### src/design/vehist_pkg.sv
// Shared types and codes for the variable-edge histogram.
// Holds the input and result item structs and the operation codes.
// No dependencies.
package vehist_pkg;

	localparam logic [1:0] OP_ADD        = 2'd0;
	localparam logic [1:0] OP_WRITE_EDGE = 2'd1;
	localparam logic [1:0] OP_READ_COUNT = 2'd2;

	typedef struct packed {
		logic [1:0]         operation;
		logic signed [31:0] sample_value;
		logic [5:0]         slot_index;
	} in_item_t;

	typedef struct packed {
		logic        accepted;
		logic [4:0]  chosen_bin;
		logic [31:0] count_value;
	} out_item_t;

endpackage

### src/design/variable_edge_histogram.sv
// Variable-edge histogram engine; depends on vehist_pkg for item types and operation codes.
// An add runs LO, HI, P0, the halving steps of the shared comparator in SRCH, CRD and DONE;
// a rejected add goes from P0 to DONE, a read runs CRD and DONE, and any other code goes to
// DONE; the next item is taken the cycle after DONE hands off its result. The edge and count
// memories each have one registered read port, which sets one step a cycle. Reset clears
// control and zeroes the count memory one bin a cycle, taking no item; edges stay undefined.
module variable_edge_histogram #(
	parameter int MAX_BINS    = 32,
	parameter int VALUE_WIDTH = 32
) (
	input  logic                  clk,
	input  logic                  arst_n,
	input  logic                  in_valid,
	output logic                  in_ready,
	input  vehist_pkg::in_item_t  in_data,
	output logic                  out_valid,
	input  logic                  out_ready,
	output vehist_pkg::out_item_t out_data,
	input  logic                  cfg_valid,
	output logic                  cfg_ready,
	input  logic [5:0]            bins_in_use
);
	import vehist_pkg::*;

	// Edge index width covers edges 0..MAX_BINS. Search positions must also hold MAX_BINS + 1.
	localparam int EW   = $clog2(MAX_BINS + 1);
	localparam int PosW = $clog2(MAX_BINS + 2);
	localparam int CW   = (MAX_BINS > 1) ? $clog2(MAX_BINS) : 1;

	// The sequencer is one-hot. CLEAR zeroes the counts after reset. LO and HI fetch the range
	// limits, P0 checks the top limit and issues the first probe, SRCH runs one halving step a
	// cycle, CRD reads the count of the chosen bin, and DONE updates it and hands off the result.
	typedef enum logic [7:0] {
		ST_CLEAR = 8'b0000_0001,
		ST_IDLE  = 8'b0000_0010,
		ST_LO    = 8'b0000_0100,
		ST_HI    = 8'b0000_1000,
		ST_P0    = 8'b0001_0000,
		ST_SRCH  = 8'b0010_0000,
		ST_CRD   = 8'b0100_0000,
		ST_DONE  = 8'b1000_0000
	} state_t;

	state_t                  state_q;
	state_t                  state_d;
	logic [5:0]              bins_q;
	logic [1:0]              op_q;
	logic signed [VALUE_WIDTH-1:0] sample_q;
	logic [EW-1:0]           n_q;
	logic                    rej_q;
	logic                    hit_q;
	logic [PosW-1:0]         first_q;
	logic [PosW-1:0]         len_q;
	logic [EW-1:0]           probe_q;
	logic [CW-1:0]           cidx_q;
	logic [CW-1:0]           clr_q;
	logic                    out_valid_q;
	out_item_t               out_data_q;

	// Memories and their registered read data.
	logic signed [VALUE_WIDTH-1:0] edge_mem [MAX_BINS+1];
	logic [31:0]                   count_mem [MAX_BINS];
	logic signed [VALUE_WIDTH-1:0] edge_rd_q;
	logic [31:0]                   count_rd_q;

	logic                    in_fire;
	logic                    out_free;
	logic [31:0]             raw;
	logic [EW-1:0]           n_eff;
	logic                    cmp_lt;
	logic                    cmp_eq;
	logic                    cmp_gt;
	logic [PosW-1:0]         half;
	logic [PosW-1:0]         len0;
	logic [PosW-1:0]         first_nx;
	logic [PosW-1:0]         len_nx;
	logic [EW-1:0]           probe_nx;
	logic [CW-1:0]           bin_of_first;
	logic [EW-1:0]           edge_raddr;
	logic [CW-1:0]           count_raddr;
	logic                    count_we;
	logic [CW-1:0]           count_waddr;
	logic [31:0]             count_wdata;
	logic [31:0]             count_next;
	out_item_t               result;

	assign in_ready  = (state_q == ST_IDLE);
	assign in_fire   = in_valid && in_ready;
	assign cfg_ready = 1'b1;
	assign out_valid = out_valid_q;
	assign out_data  = out_data_q;
	assign out_free  = !out_valid_q || out_ready;

	// The sample enters as a raw bit pattern sized to the edge width, like a written edge.
	assign raw = in_data.sample_value;

	// A register value of zero acts as one bin, and a value beyond the memory acts as full.
	always_comb begin
		if (bins_q == 6'd0) begin
			n_eff = EW'(1);
		end else if (32'(bins_q) > 32'(MAX_BINS)) begin
			n_eff = EW'(MAX_BINS);
		end else begin
			n_eff = EW'(bins_q);
		end
	end

	// The one shared comparator: the sample against whatever edge was just read.
	assign cmp_lt = sample_q < edge_rd_q;
	assign cmp_eq = sample_q == edge_rd_q;
	assign cmp_gt = !cmp_lt && !cmp_eq;

	// One upper-bound halving step. An edge not above the sample moves the lower end past the
	// probe; otherwise the span shrinks to its lower half.
	assign half = len_q >> 1;
	assign len0 = PosW'(n_q) + PosW'(1);
	always_comb begin
		if (!cmp_lt) begin
			first_nx = PosW'(probe_q) + PosW'(1);
			len_nx   = len_q - half - PosW'(1);
		end else begin
			first_nx = first_q;
			len_nx   = half;
		end
		probe_nx = EW'(first_nx + (len_nx >> 1));
	end

	// The sample lies in the bin below the first greater edge. When no edge is greater, it
	// belongs to the top bin, which is closed at its upper edge.
	always_comb begin
		if (first_q > PosW'(n_q)) begin
			bin_of_first = CW'(n_q - EW'(1));
		end else if (first_q == '0) begin
			bin_of_first = '0;
		end else begin
			bin_of_first = CW'(first_q - PosW'(1));
		end
	end

	always_comb begin
		unique case (state_q)
			ST_HI:   edge_raddr = n_q;
			ST_P0:   edge_raddr = EW'(len0 >> 1);
			ST_SRCH: edge_raddr = probe_nx;
			default: edge_raddr = '0;
		endcase
	end

	// During CRD an add fetches the bin found by the search; otherwise the held index stays on
	// the port so that the read data holds while the result waits.
	assign count_raddr = (state_q == ST_CRD && op_q == OP_ADD) ? bin_of_first : cidx_q;

	assign count_next  = count_rd_q + 32'd1;
	assign count_we    = (state_q == ST_CLEAR) ||
		(state_q == ST_DONE && out_free && op_q == OP_ADD && hit_q);
	assign count_waddr = (state_q == ST_CLEAR) ? clr_q : cidx_q;
	assign count_wdata = (state_q == ST_CLEAR) ? 32'd0 : count_next;

	// Result fields are zero unless the item hit a bin: a counted add or an in-range read.
	always_comb begin
		result.accepted   = hit_q && (op_q == OP_ADD);
		result.chosen_bin = hit_q ? 5'(cidx_q) : 5'd0;
		if (!hit_q) begin
			result.count_value = 32'd0;
		end else if (op_q == OP_ADD) begin
			result.count_value = count_next;
		end else begin
			result.count_value = count_rd_q;
		end
	end

	always_comb begin
		state_d = state_q;
		unique case (state_q)
			ST_CLEAR: begin
				if (clr_q == CW'(MAX_BINS - 1)) begin
					state_d = ST_IDLE;
				end
			end
			ST_IDLE: begin
				if (in_fire) begin
					unique case (in_data.operation)
						OP_ADD:        state_d = ST_LO;
						OP_READ_COUNT: state_d = ST_CRD;
						default:       state_d = ST_DONE;
					endcase
				end
			end
			ST_LO:   state_d = ST_HI;
			ST_HI:   state_d = ST_P0;
			ST_P0:   state_d = (rej_q || cmp_gt) ? ST_DONE : ST_SRCH;
			ST_SRCH: begin
				if (len_nx == '0) begin
					state_d = ST_CRD;
				end
			end
			ST_CRD:  state_d = ST_DONE;
			ST_DONE: begin
				if (out_free) begin
					state_d = ST_IDLE;
				end
			end
			default: state_d = ST_IDLE;
		endcase
	end

	// Control registers.
	always_ff @(posedge clk or negedge arst_n) begin
		if (!arst_n) begin
			state_q     <= ST_CLEAR;
			bins_q      <= 6'd20;
			clr_q       <= '0;
			out_valid_q <= 1'b0;
		end else begin
			state_q <= state_d;
			if (cfg_valid && cfg_ready) begin
				bins_q <= bins_in_use;
			end
			if (state_q == ST_CLEAR) begin
				clr_q <= clr_q + CW'(1);
			end
			if (state_q == ST_DONE && out_free) begin
				out_valid_q <= 1'b1;
			end else if (out_ready) begin
				out_valid_q <= 1'b0;
			end
		end
	end

	// Item context and search registers.
	always_ff @(posedge clk) begin
		if (in_fire) begin
			op_q     <= in_data.operation;
			sample_q <= VALUE_WIDTH'(raw);
			n_q      <= n_eff;
			cidx_q   <= CW'(in_data.slot_index);
			hit_q    <= (in_data.operation == OP_READ_COUNT) &&
				(32'(in_data.slot_index) < 32'(MAX_BINS));
		end
		if (state_q == ST_HI) begin
			rej_q <= cmp_lt;
		end
		if (state_q == ST_P0) begin
			hit_q   <= !(rej_q || cmp_gt);
			first_q <= '0;
			len_q   <= len0;
			probe_q <= EW'(len0 >> 1);
		end
		if (state_q == ST_SRCH) begin
			first_q <= first_nx;
			len_q   <= len_nx;
			probe_q <= probe_nx;
		end
		if (state_q == ST_CRD) begin
			cidx_q <= count_raddr;
		end
		if (state_q == ST_DONE && out_free) begin
			out_data_q <= result;
		end
	end

	// Edge memory: written straight from the accepted item, read one edge a cycle.
	always_ff @(posedge clk) begin
		if (in_fire && in_data.operation == OP_WRITE_EDGE &&
			32'(in_data.slot_index) <= 32'(MAX_BINS)) begin
			edge_mem[EW'(in_data.slot_index)] <= VALUE_WIDTH'(raw);
		end
		edge_rd_q <= edge_mem[edge_raddr];
	end

	// Count memory: one write port shared by the clearing pass and the increment.
	always_ff @(posedge clk) begin
		if (count_we) begin
			count_mem[count_waddr] <= count_wdata;
		end
		count_rd_q <= count_mem[count_raddr];
	end

`ifndef NO_ASSERTIONS
	a_search_span: assert property (@(posedge clk) disable iff (!arst_n)
		state_q == ST_SRCH |-> len_q != '0)
		else $error("search step entered with an empty span");

	a_probe_range: assert property (@(posedge clk) disable iff (!arst_n)
		state_q == ST_SRCH |-> probe_q <= n_q)
		else $error("search probe beyond the top edge in use");

	a_result_from_done: assert property (@(posedge clk) disable iff (!arst_n)
		$rose(out_valid_q) |-> $past(state_q == ST_DONE))
		else $error("result appeared outside the hand-off state");

	a_clear_complete: assert property (@(posedge clk) disable iff (!arst_n)
		($past(state_q == ST_CLEAR) && state_q == ST_IDLE) |->
			$past(clr_q) == CW'(MAX_BINS - 1))
		else $error("clearing pass ended before the last bin");

	a_hit_in_range: assert property (@(posedge clk) disable iff (!arst_n)
		(state_q == ST_DONE && hit_q) |-> 32'(cidx_q) < 32'(MAX_BINS))
		else $error("counted bin outside the count memory");
`endif

endmodule

### config.mk
export PLATFORM = sky130hd
export DESIGN_NAME = variable_edge_histogram
export DESIGN_NICKNAME = d
export VERILOG_FILES = /design/src/design/vehist_pkg.sv /design/src/design/variable_edge_histogram.sv
export SDC_FILE = /design/constraint.sdc
export NUM_CORES = 2
export LEC_CHECK = 0
export BUFFER_PORTS_ARGS = -buffer_cell sky130_fd_sc_hd__buf_2
export CAP_MARGIN = 40
export CELL_PAD_IN_SITES_DETAIL_PLACEMENT = 1
export CELL_PAD_IN_SITES_GLOBAL_PLACEMENT = 1
export CORE_UTILIZATION = 33
export DETAILED_ROUTE_END_ITERATION = 10
export PLACE_DENSITY_LB_ADDON = 0.1
export SLEW_MARGIN = 0
export SYNTH_ARGS = -nofsm -noshare
export SYNTH_HDL_FRONTEND = slang
export SYNTH_SLANG_ARGS = --single-unit
### constraint.sdc
create_clock -name clk -period 10.1 [get_ports clk]
set_input_delay 1.01 -clock clk [delete_from_list [all_inputs] [get_ports clk]]
set_output_delay 1.01 -clock clk [all_outputs]
set_load 0.05 [all_outputs]
==> out/results.ini <==
[power]
peakVddDrop_mv=0.150
power.density_nw_per_um2=234
power_mw=24.8
p_leak_nw=35.8

[cells_and_area]
area_growth_pct=17.1
design_area_um2=106000
final_cells=10200
final_nets=6516
final_util_pct=39.0
layout-drive-gt1-share_pct=14.0

[yosys]
ys_seq_area_share_pct=74.4
syn-num-nets=6342
yosysWarnings=0
syn_area_per_cell_um2=14.5
syn-instance-count=6233
synth-async-reset-ratio_pct=0.882
synth_cell_types=78
synthesis.area_um2=90500
ys.flop_type=edfxtp_1
synth_edf_count=2183
ys_ff_latch=2267

[clocking]
cts_made_buffers=270
cts_resized=0
htree_levels=5
post_cts_buffers=0
clk_latency_ns=0.85
root_buffer=clkbuf_16
clkSinkCount=2267
postCtsHoldBufs=0
clkTransAtPathRegs_ns=0.06
cts_tree=done
clockBufferDepth=4

[setup_path]
r2r-start=sample_q[15]$_DFFE_PP_
crit_fanout=90
crit_chain=ha_1 > nand4_1 > a2111oi_0 > o311ai_0 > buf_1 > a31oi_2 > buf_4 > nor2_1 > a21oi_1 > ha_1 > inv_1 > fa_1 > a2bb2oi_4 > buf_4 > and2_4 > buf_12 > a21oi_1 > a32oi_1 > o22ai_1 > nor4_1 > mux2_2
crit_path_start=sample_q[15]$_DFFE_PP_
crit_slowest_cell=and2_4
critPathKind=flip-flop to flip-flop
start_kind=flip-flop
arrival_ns=8.14
crit_path_max_incr_delay_ns=0.78
worst-path-buf-inv=5
cp-end-kind=flip-flop
cp_top_family=compound AO/OA/AOI/OAI gates
worstPathRequired_ns=10.86

[floorplan]
die_w_um=526
die_area_um2=276000
die_h_um=526
core-area_um2=272000
rows=191
initial_core_util_pct=33.3
io_pins=92

[timing]
worst_pin_slew_ns=1.14
fin_worst_skew_ns=0.0414
holdWs_ns=0.151
min_period_over_period_pct=73.1
fmax_mhz=136
fin_setup_tns_ns=0
setup_violations=0
hold_viol=0
grt_setup_unrepaired=no
fin_crit_ns=7.38
slew_viol_final=0
setup_ws_ns=2.72
relSlewSlack_pct=24.1

[hold_path]
holdCritPathClass=input port to async pin

[drt]
num_vias=55800
avgRoutedWirePerCell_um=30.9
detail_route.iter0.violations=4016
drt-vias-per-instance=5.47
routed_wl_um=315000
ant_nets=0
drc=0
first_pass_iters=5

[place]
io_buffers=90
place.gp.congestion=0.762
dp_slack_ns=2.63
dp_hpwl_um=177000
place_area_um2=97600
dpl.cell_count=9704

[global_route]
track_usage_pct=22.5
grt_max_degree=191
grt_pass1_wl_um=447000
gr-total-overflow=0
antenna_found_initial=27
grt_pass1_vias=57800

[run_status]
status=complete, no violations

[flow_run]
max_cap_violations=0

==> layer usage <==
metal / track usage [%] / share of wire, %
met5: 0 / 0.0082
met4: 7.05 / 2.9
met3: 2.20 / 3.1
met2: 40.1 / 52
met1: 28.6 / 42
==> power breakdown <==
part           switching (mW)  leakage, nW  internal, mW
sequential              0.218         20.4          11.3
clock                    3.87         4.07          5.53
combinational            2.78         11.4          1.15
==> worst paths after layout <==
kind,slack [ns],depth (start not counted),to
min in group clk,0.38,2,out_valid$_DFFE_PN0P_
setup / recovery,2.72,21,edge_rd_q[20]$_DFF_P_
hold reg to reg,0.47,1,edge_rd_q[3]$_DFF_P_
max in group asynchronous,9.58,1,state_q[0]$_DFFE_PN1P_
hold / removal,0.15,1,bins_q[0]$_DFFE_PN0P_
setup reg to reg,2.72,21,edge_rd_q[20]$_DFF_P_
==> state kept, by name, summed over array words and instances, names as in the netlist, 6 cells and up <==
register    cells
count_mem    1024
probe_q         6
count_rd_q     32
bins_q          6
edge_rd_q      32
edge_mem     1056
sample_q       32
len_q           6
first_q         6
state_q         8
n_q             6
out_data       38
==> cells by family after synthesis <==
family	count (synthesis)	synth area share, %
xor gates and xnor gates	67	0.648
muxes	115	2.21
DFF	2267	74.4
other	1	0.00414
AOI/OAI and AO/OA	1258	9.70
adders and majority gates	58	0.818
buffers and inverters	494	2.22
and+or+nand+nor	1973	10.0
==> cell usage in the layout (no fill, tap or decap), types with 91 or more instances in the layout <==
master / n
edfxtp_1: 2183
nand2_1: 1073
and3_1: 343
a211oi_1: 320
clkbuf_16: 278
nand3_1: 190
o21ai_0: 167
a21oi_1: 166
buf_4: 139
a32oi_1: 132
buf_2: 91
==> layout make-up <==
type                       instances  area, µm²
antenna                           17       42.5
multi-input combinational       3472      22000
inverter                          63        236
fill                           27300     166000
timing repair buffer             333       3640
sequential                      2267      67300
clock buffer                     379       7530
tap                             3570       4470
clock inverter                    95        847
==> synth_stat cells (37+ instances only) <==
cell type	count	share of area, %
mux4_2	64	1.6
a31oi_1	72	0.50
nand3_1	192	1.1
o2111ai_1	44	0.43
nand2_1	1078	4.5
a211oi_1	321	2.7
mux2_2	41	0.51
a21oi_1	171	0.95
and3_1	343	2.4
nor3_1	53	0.29
xnor2_1	46	0.44
nor2_1	147	0.61
and2_1	37	0.26
dfxtp_1	64	1.4
clkbuf_1	291	1.2
a32oi_1	132	1.3
a32o_1	43	0.48
a21o_1	37	0.31
o21ai_0	167	0.92
edfxtp_1	2183	72
buf_2	108	0.60
inv_1	63	0.26
ha_1	56	0.77
a22oi_1	63	0.52
o22ai_1	80	0.55
No activity file was read; power rests on OpenSTA's default activity.
